$ cat config.mk
export PLATFORM = sky130hd
export DESIGN_NAME = nearest_palette_color_top
export DESIGN_NICKNAME = d
export VERILOG_FILES = /design/src/rtl/npc_pkg.sv /design/src/rtl/npc_front.sv /design/src/rtl/npc_back.sv /design/src/rtl/nearest_palette_color_top.sv
export SDC_FILE = /design/constraint.sdc
export NUM_CORES = 1
export LEC_CHECK = 0
export BUFFER_PORTS_ARGS = -buffer_cell sky130_fd_sc_hd__buf_4
export CORE_MARGIN = 2
export CORE_UTILIZATION = 60
export DETAILED_ROUTE_END_ITERATION = 10
export PLACE_DENSITY = 0.73
export SLEW_MARGIN = 40
export SYNTH_ARGS = -nofsm -noshare
export SYNTH_HDL_FRONTEND = slang
export SYNTH_SLANG_ARGS = --single-unit
$ cat constraint.sdc
create_clock -name clk -period 7.8 [get_ports clk]
set_input_delay 1.56 -clock clk [delete_from_list [all_inputs] [get_ports clk]]
set_output_delay 1.56 -clock clk [all_outputs]
set_load 0.005 [all_outputs]
$ cat src/rtl/npc_pkg.sv
`default_nettype none
// ----------------------------------------------------------------------------
// npc_pkg: shared types and constants of the nearest palette color block
// Holds the palette geometry, field widths and the command format passed
// from the front end to the search engine.
// ----------------------------------------------------------------------------
package npc_pkg;

  // palette geometry
  localparam int PALETTE_SIZE = 16;
  localparam int IDX_W        = 4;
  localparam int CNT_W        = 5;
  localparam int CHAN_W       = 8;
  localparam int SQ_W         = 2 * CHAN_W;
  localparam int DIST_W       = 18;

  // command queue between front and back
  localparam int QUEUE_DEPTH  = 2;
  localparam int QPTR_W       = 1;
  localparam int QCNT_W       = 2;

  // item modes
  localparam logic MODE_WRITE = 1'b0;
  localparam logic MODE_QUERY = 1'b1;

  typedef struct packed {
    logic [CHAN_W-1:0] red;
    logic [CHAN_W-1:0] green;
    logic [CHAN_W-1:0] blue;
  } rgb_t;

  // classified command
  typedef struct packed {
    logic             is_query;
    logic [IDX_W-1:0] entry_index;
    rgb_t             color;
  } cmd_t;

  // queue read side seen by the back end
  typedef struct packed {
    logic valid;
    cmd_t cmd;
  } q_head_t;

endpackage

`default_nettype wire

$ cat src/rtl/npc_front.sv
`default_nettype none
// ----------------------------------------------------------------------------
// npc_front: input transfer, classification and command queue
// Takes items on the start/busy handshake, tags each as a palette write or
// a query and holds it in a small queue until the back end takes it.
// ----------------------------------------------------------------------------
module npc_front
  import npc_pkg::*;
(
  input  wire logic              clk,
  input  wire logic              rst_n,
  input  wire logic              start,
  output      logic              busy,
  input  wire logic              in_mode,
  input  wire logic [IDX_W-1:0]  in_entry_index,
  input  wire logic [CHAN_W-1:0] in_red,
  input  wire logic [CHAN_W-1:0] in_green,
  input  wire logic [CHAN_W-1:0] in_blue,
  output      q_head_t           head,
  input  wire logic              pop
);

  cmd_t              queue_r [QUEUE_DEPTH];
  logic [QPTR_W-1:0] wp_r;
  logic [QPTR_W-1:0] rp_r;
  logic [QCNT_W-1:0] cnt_r;
  logic              push;
  logic              do_pop;
  cmd_t              cmd_in;

  // classify the incoming item
  always_comb begin
    cmd_in.is_query    = (in_mode == MODE_QUERY);
    cmd_in.entry_index = in_entry_index;
    cmd_in.color.red   = in_red;
    cmd_in.color.green = in_green;
    cmd_in.color.blue  = in_blue;
  end

  assign busy   = (cnt_r == QCNT_W'(QUEUE_DEPTH));
  assign push   = start && !busy;
  assign do_pop = pop && (cnt_r != '0);

  assign head.valid = (cnt_r != '0);
  assign head.cmd   = queue_r[rp_r];

  // queue storage
  always_ff @(posedge clk) begin
    if (push) begin
      queue_r[wp_r] <= cmd_in;
    end
  end

  // queue pointers and fill count
  always_ff @(posedge clk) begin
    if (!rst_n) begin
      wp_r  <= '0;
      rp_r  <= '0;
      cnt_r <= '0;
    end else begin
      if (push) begin
        wp_r <= wp_r + 1'b1;
      end
      if (do_pop) begin
        rp_r <= rp_r + 1'b1;
      end
      case ({push, do_pop})
        2'b10:   cnt_r <= cnt_r + 1'b1;
        2'b01:   cnt_r <= cnt_r - 1'b1;
        default: cnt_r <= cnt_r;
      endcase
    end
  end

endmodule

`default_nettype wire

$ cat src/rtl/npc_back.sv
`default_nettype none
// ----------------------------------------------------------------------------
// npc_back: palette store and nearest entry search
// Executes queued commands: writes go to the palette, queries scan the
// active entries one per cycle through a read, square and compare pipeline.
// ----------------------------------------------------------------------------
module npc_back
  import npc_pkg::*;
(
  input  wire logic              clk,
  input  wire logic              rst_n,
  input  wire logic [CNT_W-1:0]  num_colors,
  input  wire q_head_t           head,
  output      logic              pop,
  output      logic              out_valid,
  output      logic              out_found,
  output      logic [IDX_W-1:0]  out_best_index,
  output      logic [CHAN_W-1:0] out_best_red,
  output      logic [CHAN_W-1:0] out_best_green,
  output      logic [CHAN_W-1:0] out_best_blue,
  output      logic [DIST_W-1:0] out_best_distance
);

  typedef enum logic {ST_IDLE, ST_SCAN} state_t;

  state_t            state_r;
  rgb_t              palette_r [PALETTE_SIZE];
  rgb_t              pixel_r;
  logic [CNT_W-1:0]  limit_r;
  logic [IDX_W-1:0]  scan_r;
  logic [CNT_W-1:0]  limit_sat;
  logic              scan_last;

  // read stage
  logic              rd_valid_r;
  logic              rd_first_r;
  logic              rd_last_r;
  logic [IDX_W-1:0]  rd_idx_r;
  rgb_t              rd_data_r;

  // square stage
  logic              sq_valid_r;
  logic              sq_first_r;
  logic              sq_last_r;
  logic [IDX_W-1:0]  sq_idx_r;
  rgb_t              sq_color_r;
  logic [SQ_W-1:0]   sq_red_r;
  logic [SQ_W-1:0]   sq_green_r;
  logic [SQ_W-1:0]   sq_blue_r;
  logic [CHAN_W-1:0] diff_red;
  logic [CHAN_W-1:0] diff_green;
  logic [CHAN_W-1:0] diff_blue;

  // compare stage
  logic [DIST_W-1:0] dist_sum;
  logic              take;
  logic [DIST_W-1:0] best_d_r;
  logic [IDX_W-1:0]  best_idx_r;
  rgb_t              best_color_r;
  logic [DIST_W-1:0] best_d_nxt;
  logic [IDX_W-1:0]  best_idx_nxt;
  rgb_t              best_color_nxt;

  // output register
  logic              out_valid_r;
  logic              out_found_r;
  logic [IDX_W-1:0]  out_idx_r;
  rgb_t              out_color_r;
  logic [DIST_W-1:0] out_dist_r;

  // active count saturated to the palette size
  assign limit_sat = (num_colors > CNT_W'(PALETTE_SIZE)) ? CNT_W'(PALETTE_SIZE) : num_colors;
  assign scan_last = ({1'b0, scan_r} == (limit_r - 1'b1));

  // take a command only once the scan pipeline has drained
  assign pop = head.valid && (state_r == ST_IDLE) && !rd_valid_r && !sq_valid_r;

  // palette store and registered read
  always_ff @(posedge clk) begin
    if (pop && !head.cmd.is_query) begin
      palette_r[head.cmd.entry_index] <= head.cmd.color;
    end
    rd_data_r <= palette_r[scan_r];
  end

  // sequencer: command dispatch and scan index
  always_ff @(posedge clk) begin
    if (!rst_n) begin
      state_r    <= ST_IDLE;
      scan_r     <= '0;
      rd_valid_r <= 1'b0;
    end else begin
      rd_valid_r <= 1'b0;
      case (state_r)
        ST_IDLE: begin
          scan_r <= '0;
          if (pop && head.cmd.is_query && (limit_sat != '0)) begin
            state_r <= ST_SCAN;
          end
        end
        ST_SCAN: begin
          rd_valid_r <= 1'b1;
          scan_r     <= scan_r + 1'b1;
          if (scan_last) begin
            state_r <= ST_IDLE;
          end
        end
        default: state_r <= ST_IDLE;
      endcase
    end
  end

  // query context and read stage tags
  always_ff @(posedge clk) begin
    if (pop && head.cmd.is_query) begin
      pixel_r <= head.cmd.color;
      limit_r <= limit_sat;
    end
    rd_idx_r   <= scan_r;
    rd_first_r <= (scan_r == '0);
    rd_last_r  <= scan_last;
  end

  // channel differences
  always_comb begin
    diff_red   = (rd_data_r.red >= pixel_r.red) ? rd_data_r.red - pixel_r.red
                                                : pixel_r.red - rd_data_r.red;
    diff_green = (rd_data_r.green >= pixel_r.green) ? rd_data_r.green - pixel_r.green
                                                    : pixel_r.green - rd_data_r.green;
    diff_blue  = (rd_data_r.blue >= pixel_r.blue) ? rd_data_r.blue - pixel_r.blue
                                                  : pixel_r.blue - rd_data_r.blue;
  end

  // square stage
  always_ff @(posedge clk) begin
    if (!rst_n) begin
      sq_valid_r <= 1'b0;
    end else begin
      sq_valid_r <= rd_valid_r;
    end
  end

  always_ff @(posedge clk) begin
    sq_first_r <= rd_first_r;
    sq_last_r  <= rd_last_r;
    sq_idx_r   <= rd_idx_r;
    sq_color_r <= rd_data_r;
    sq_red_r   <= diff_red * diff_red;
    sq_green_r <= diff_green * diff_green;
    sq_blue_r  <= diff_blue * diff_blue;
  end

  // distance sum and running minimum, strict less-than keeps the lowest index
  always_comb begin
    dist_sum = DIST_W'(sq_red_r) + DIST_W'(sq_green_r) + DIST_W'(sq_blue_r);
    take = sq_first_r || (dist_sum < best_d_r);
    best_d_nxt     = take ? dist_sum   : best_d_r;
    best_idx_nxt   = take ? sq_idx_r   : best_idx_r;
    best_color_nxt = take ? sq_color_r : best_color_r;
  end

  always_ff @(posedge clk) begin
    if (sq_valid_r) begin
      best_d_r     <= best_d_nxt;
      best_idx_r   <= best_idx_nxt;
      best_color_r <= best_color_nxt;
    end
  end

  // result register: end of scan, or empty palette answered at once
  always_ff @(posedge clk) begin
    if (!rst_n) begin
      out_valid_r <= 1'b0;
    end else begin
      out_valid_r <= (sq_valid_r && sq_last_r)
                  || (pop && head.cmd.is_query && (limit_sat == '0));
    end
  end

  always_ff @(posedge clk) begin
    if (sq_valid_r && sq_last_r) begin
      out_found_r <= 1'b1;
      out_idx_r   <= best_idx_nxt;
      out_color_r <= best_color_nxt;
      out_dist_r  <= best_d_nxt;
    end else if (pop && head.cmd.is_query) begin
      out_found_r <= 1'b0;
      out_idx_r   <= '0;
      out_color_r <= '0;
      out_dist_r  <= '0;
    end
  end

  assign out_valid         = out_valid_r;
  assign out_found         = out_found_r;
  assign out_best_index    = out_idx_r;
  assign out_best_red      = out_color_r.red;
  assign out_best_green    = out_color_r.green;
  assign out_best_blue     = out_color_r.blue;
  assign out_best_distance = out_dist_r;

endmodule

`default_nettype wire

$ cat src/rtl/nearest_palette_color_top.sv
`default_nettype none
// ----------------------------------------------------------------------------
// nearest_palette_color_top: nearest palette color search
// Holds a 16-entry RGB palette and finds the closest entry to a pixel.
// ----------------------------------------------------------------------------
// Usage:
//   Input: an item transfers on a clock edge with start high and busy low.
//   in_mode 0 writes in_red/in_green/in_blue to palette entry in_entry_index
//   and gives no result; in_mode 1 queries the nearest entry to that pixel.
//   Items pass through a two-entry queue, so busy rises only when it fills.
//   Config: cfg_wr_en writes cfg_wr_data into num_colors; write it only while
//   no item is in flight. Entries 0 to num_colors-1 are searched (at most 16).
//   Output: one result per query, shown for one cycle with out_valid high;
//   the receiver cannot stall. Ties go to the lowest index. An empty palette
//   gives out_found 0 with all other fields zero.
//   Operation: a palette write or an empty-palette query is carried out as
//   soon as it leaves the queue. A query reads the active entries (num_colors
//   capped at 16) one per cycle through a read, square and compare pipeline,
//   and out_valid rises once the last entry has passed the compare stage;
//   the next command can leave the queue once the pipeline has drained, in
//   the cycle in which out_valid is high.
//   Reset: num_colors clears to 0 and the queue empties; palette contents
//   stay undefined until written.
// ----------------------------------------------------------------------------
module nearest_palette_color_top
  import npc_pkg::*;
(
  input  wire logic              clk,
  input  wire logic              rst_n,
  input  wire logic              start,
  output      logic              busy,
  input  wire logic              in_mode,
  input  wire logic [IDX_W-1:0]  in_entry_index,
  input  wire logic [CHAN_W-1:0] in_red,
  input  wire logic [CHAN_W-1:0] in_green,
  input  wire logic [CHAN_W-1:0] in_blue,
  input  wire logic              cfg_wr_en,
  input  wire logic [CNT_W-1:0]  cfg_wr_data,
  output      logic              out_valid,
  output      logic              out_found,
  output      logic [IDX_W-1:0]  out_best_index,
  output      logic [CHAN_W-1:0] out_best_red,
  output      logic [CHAN_W-1:0] out_best_green,
  output      logic [CHAN_W-1:0] out_best_blue,
  output      logic [DIST_W-1:0] out_best_distance
);

  logic [CNT_W-1:0] num_colors_r;
  q_head_t          head;
  logic             pop;

  // num_colors register
  always_ff @(posedge clk) begin
    if (!rst_n) begin
      num_colors_r <= '0;
    end else if (cfg_wr_en) begin
      num_colors_r <= cfg_wr_data;
    end
  end

  // front end: input transfer and command queue
  npc_front u_front (
    .clk            (clk),
    .rst_n          (rst_n),
    .start          (start),
    .busy           (busy),
    .in_mode        (in_mode),
    .in_entry_index (in_entry_index),
    .in_red         (in_red),
    .in_green       (in_green),
    .in_blue        (in_blue),
    .head           (head),
    .pop            (pop)
  );

  // back end: palette and search engine
  npc_back u_back (
    .clk               (clk),
    .rst_n             (rst_n),
    .num_colors        (num_colors_r),
    .head              (head),
    .pop               (pop),
    .out_valid         (out_valid),
    .out_found         (out_found),
    .out_best_index    (out_best_index),
    .out_best_red      (out_best_red),
    .out_best_green    (out_best_green),
    .out_best_blue     (out_best_blue),
    .out_best_distance (out_best_distance)
  );

endmodule

`default_nettype wire
==> results.cfg <==
[sta]
period_minus_slack_ps = 6720
rsz0062_at_grt = no
finalCritPeriodShare = 0.8615
worst_slew_pin_slew_ps = 794.4
fin_setup_tns_ps = 0
worst_clock_skew_ps = 34.58
finalHoldViolations = 0
setup_viol = 0
drv_slew = 0
fmax_mhz = 148.8
relSlewSlack = 0.4552

[synthesis]
yosysSeqAreaShare = 0.5925
yosysWarnings = 0
synth_area_leaders = edfxtp_1, mux4_2, dfxtp_1, ha_1, fa_1
synth_area_mm2 = 0.03272
synth_cells = 2221
synthFlopType = edfxtp_1
synth.distinct_cells = 71
synth-edff-count = 563
synth_nets = 2528
synth_top_area_share = 0.5166
yosysTopAreaCell = edfxtp_1
synth_area_per_cell_um2 = 14.73
synth-async-reset-ratio = 0
synth-seq-cells = 687

[final_layout]
nNetsFinal = 2656
area_growth_pct = 12.07
drive_above_1_share = 0.1978
n_fill_cell = 3669

[placement]
numPortBuffers = 86
place_congestion = 0.8712
dpl.hpwl_mm = 43.88

[route]
first_iter_violations = 1336
antenna_left = 0
drcViolationCount = 0
routed_wl_mm = 67.13
drt_pass1_iterations = 5
vias = 18241
wl_per_cell_um = 21.63
routed_via_density = 5.877

[grt]
grt-ovfl-total = 0
grt_antenna_before_repair = 1
grt_usage = 0.2438
grt_max_degree = 73
grt_pass1_wl_mm = 104.9
grt_pass1_vias = 19049

[worst_setup_path]
rr_startpoint = u_back.pixel_r[16]
cp_max_fo = 9
reg2reg_depth = 19
critPathLaunchType = register
required_ps = 8290
worstSetupPathType = reg2reg
r2r_end = u_back.sq_red_r[15]
cp-end-kind = register
cp.arrival_ps = 7210
r2r_slack_ps = 1080

[die]
dieArea_mm2 = 0.05642
die_h_um = 237.5
start_util = 0.6069
core_area_mm2 = 0.05392
rows = 85
ios = 87
die_w_um = 237.5

[worst_hold_path]
min_path_cells = 0
holdCritPathClass = reg2reg
min_from = u_back.rd_idx_r[1]
worstHoldEndpoint = u_back.sq_idx_r[1]

[clock_tree]
cts_resized = 0
clk_pin_slew_ps = 60
cts_setup_buffers = 0
clock-sinks = 687
tritoncts = yes
clock_latency_ps = 620
cts_root_buf = clkbuf_16
clockBufferDepth = 3
numCtsBuffers = 70
cts_hold_buf = 0
cts_max_level = 3

[run]
cap_violations = 0

[run_status]
outcome = finished clean
[sequential cells by signal, summed over array words and instances, names as in the netlist, 2 cells and up, named ones only]
signal,count
u_back.best_d_r,18
u_back.sq_green_r,15
u_front.cnt_r,2
u_back.out_best_green,8
u_back.best_idx_r,4
u_back.best_color_r,24
u_front.queue_r,58
num_colors_r,5
u_back.sq_blue_r,15
u_back.palette_r,384
u_back.out_best_index,4
u_back.sq_idx_r,4
u_back.out_best_red,8
u_back.rd_data_r,24
u_back.out_best_blue,8
u_back.sq_color_r,24
u_back.out_best_distance,18
u_back.pixel_r,24
u_back.scan_r,4
u_back.rd_idx_r,4
u_back.sq_red_r,15
u_back.limit_r,5
[metal layers]
metal	share of wire	track usage	up-vias
li1	-	-	8371
met1	0.42	0.3208	9266
met2	0.51	0.4253	501
met3	0.050	0.03414	103
met4	0.026	0.07338	0
met5	0	0	-
[critical path: stages, from the launching register on]
cell and delay, ps:
edfxtp_1 390, ha_1 490, nand4_1 180, a31oi_1 550, nor2_1 230, o31ai_1 320, xor2_1 560, nor2_1 150
fa_1 500, fa_1 550, inv_1 50, fa_1 500, fa_1 550, inv_1 50, ha_1 340, or3_1 350
o21ai_0 130, o31ai_1 160, o41ai_1 430, xnor2_1 130
[per-stage QoR]
step,utilization,hold slack [ps],cell area (µm²),instances,worst slack [ps]
6_report,0.6801,327.5,36670,3104,1080
5_1_grt,0.6801,332.1,36670,3103,601.0
4_1_cts,0.6795,326.9,36640,3102,1153
3_5_place_dp,0.6372,313.2,34360,2972,1230
3_3_place_gp,0.6360,312.3,34290,2970,1394
2_1_floorplan,-,309.6,32720,2221,1765
[final cells by class]
class                   count  area [µm²]  area share
diodes                      1       2.502  0.00006824
clock buffers              88        1871     0.05101
clock inverters            42       410.4     0.01119
inverters                 233       874.6     0.02385
multi-input cells        1236       12280      0.3350
flip-flops and latches    687       19400      0.5291
well taps                 696       870.8     0.02375
repair buffers            121       955.9     0.02607
[synth_stat cells (all sizes together) (4+ instances only)]
| library cell | n |
|---|---|
| edfxtp | 563 |
| inv | 233 |
| ha | 187 |
| nor2 | 160 |
| dfxtp | 124 |
| mux4 | 120 |
| fa | 82 |
| a21oi | 77 |
| mux2 | 72 |
| nor2b | 66 |
| xnor2 | 62 |
| nand2 | 52 |
| o21ai | 44 |
| buf | 35 |
| nor3 | 33 |
| xor2 | 31 |
| clkbuf | 30 |
| a21o | 21 |
| o21a | 19 |
| mux2i | 17 |
| or2 | 17 |
| nand3 | 16 |
| a211oi | 15 |
| and2 | 13 |
| and3 | 13 |
| nand2b | 11 |
| nand4 | 10 |
| o21bai | 10 |
| or3 | 8 |
| a31oi | 7 |
| a2111oi | 6 |
| a21boi | 6 |
| o31ai | 6 |
| o211ai | 5 |
| o41ai | 5 |
| o22ai | 4 |
[kinds of logic (layout without fill, tap and decap cells)]
| kind of cell | count (synthesis) | after routing | synth area share |
|---|---|---|---|
| flops | 687 | 687 | 0.5925 |
| simple gates | 411 | 411 | 0.06118 |
| buf+inv | 298 | 484 | 0.03514 |
| fa+ha+maj | 269 | 269 | 0.1217 |
| compound gates | 254 | 254 | 0.05185 |
| mux | 209 | 209 | 0.1128 |
| xor+xnor | 93 | 93 | 0.02489 |
| other cells | 0 | 1 | 0 |
[layout by cell type (no fill, tap or decap), types with 16 or more instances in the layout]
cell type | Yosys | layout
a21oi_1 | 77 | 77
buf_4 | 0 | 116
nor2_2 | 1 | 17
nor2b_1 | 66 | 66
nand3_1 | 16 | 16
o21ai_0 | 40 | 39
xnor2_1 | 62 | 60
mux2_2 | 70 | 70
clkbuf_16 | 0 | 71
mux2i_1 | 17 | 16
o21a_1 | 19 | 19
dfxtp_1 | 124 | 118
clkinv_2 | 0 | 21
mux4_2 | 120 | 120
inv_1 | 233 | 233
ha_1 | 187 | 187
fa_1 | 82 | 82
a21o_1 | 21 | 21
nor2_1 | 159 | 141
nor3_1 | 33 | 33
nand2_1 | 52 | 51
edfxtp_1 | 563 | 563
xor2_1 | 31 | 31
[worst max path at each step]
stage | start | endpoint | slack (ps) | cells past startpoint
after CTS | u_back.pixel_r[16] | u_back.sq_red_r[15] | 1150 | 19
after global routing | u_back.rd_data_r[16] | u_back.sq_red_r[14] | 600 | 19
final | u_back.pixel_r[16] | u_back.sq_red_r[15] | 1080 | 19
after floorplan | u_back.pixel_r[0] | u_back.sq_blue_r[14] | 1760 | 23
after detailed placement | u_back.pixel_r[16] | u_back.sq_red_r[14] | 1230 | 18
after global placement | u_back.pixel_r[0] | u_back.sq_blue_r[14] | 1390 | 21
Power is left out: the tool's default activity adds up to more than one toggle a clock period on the data nets, which glitch-free logic cannot reach.
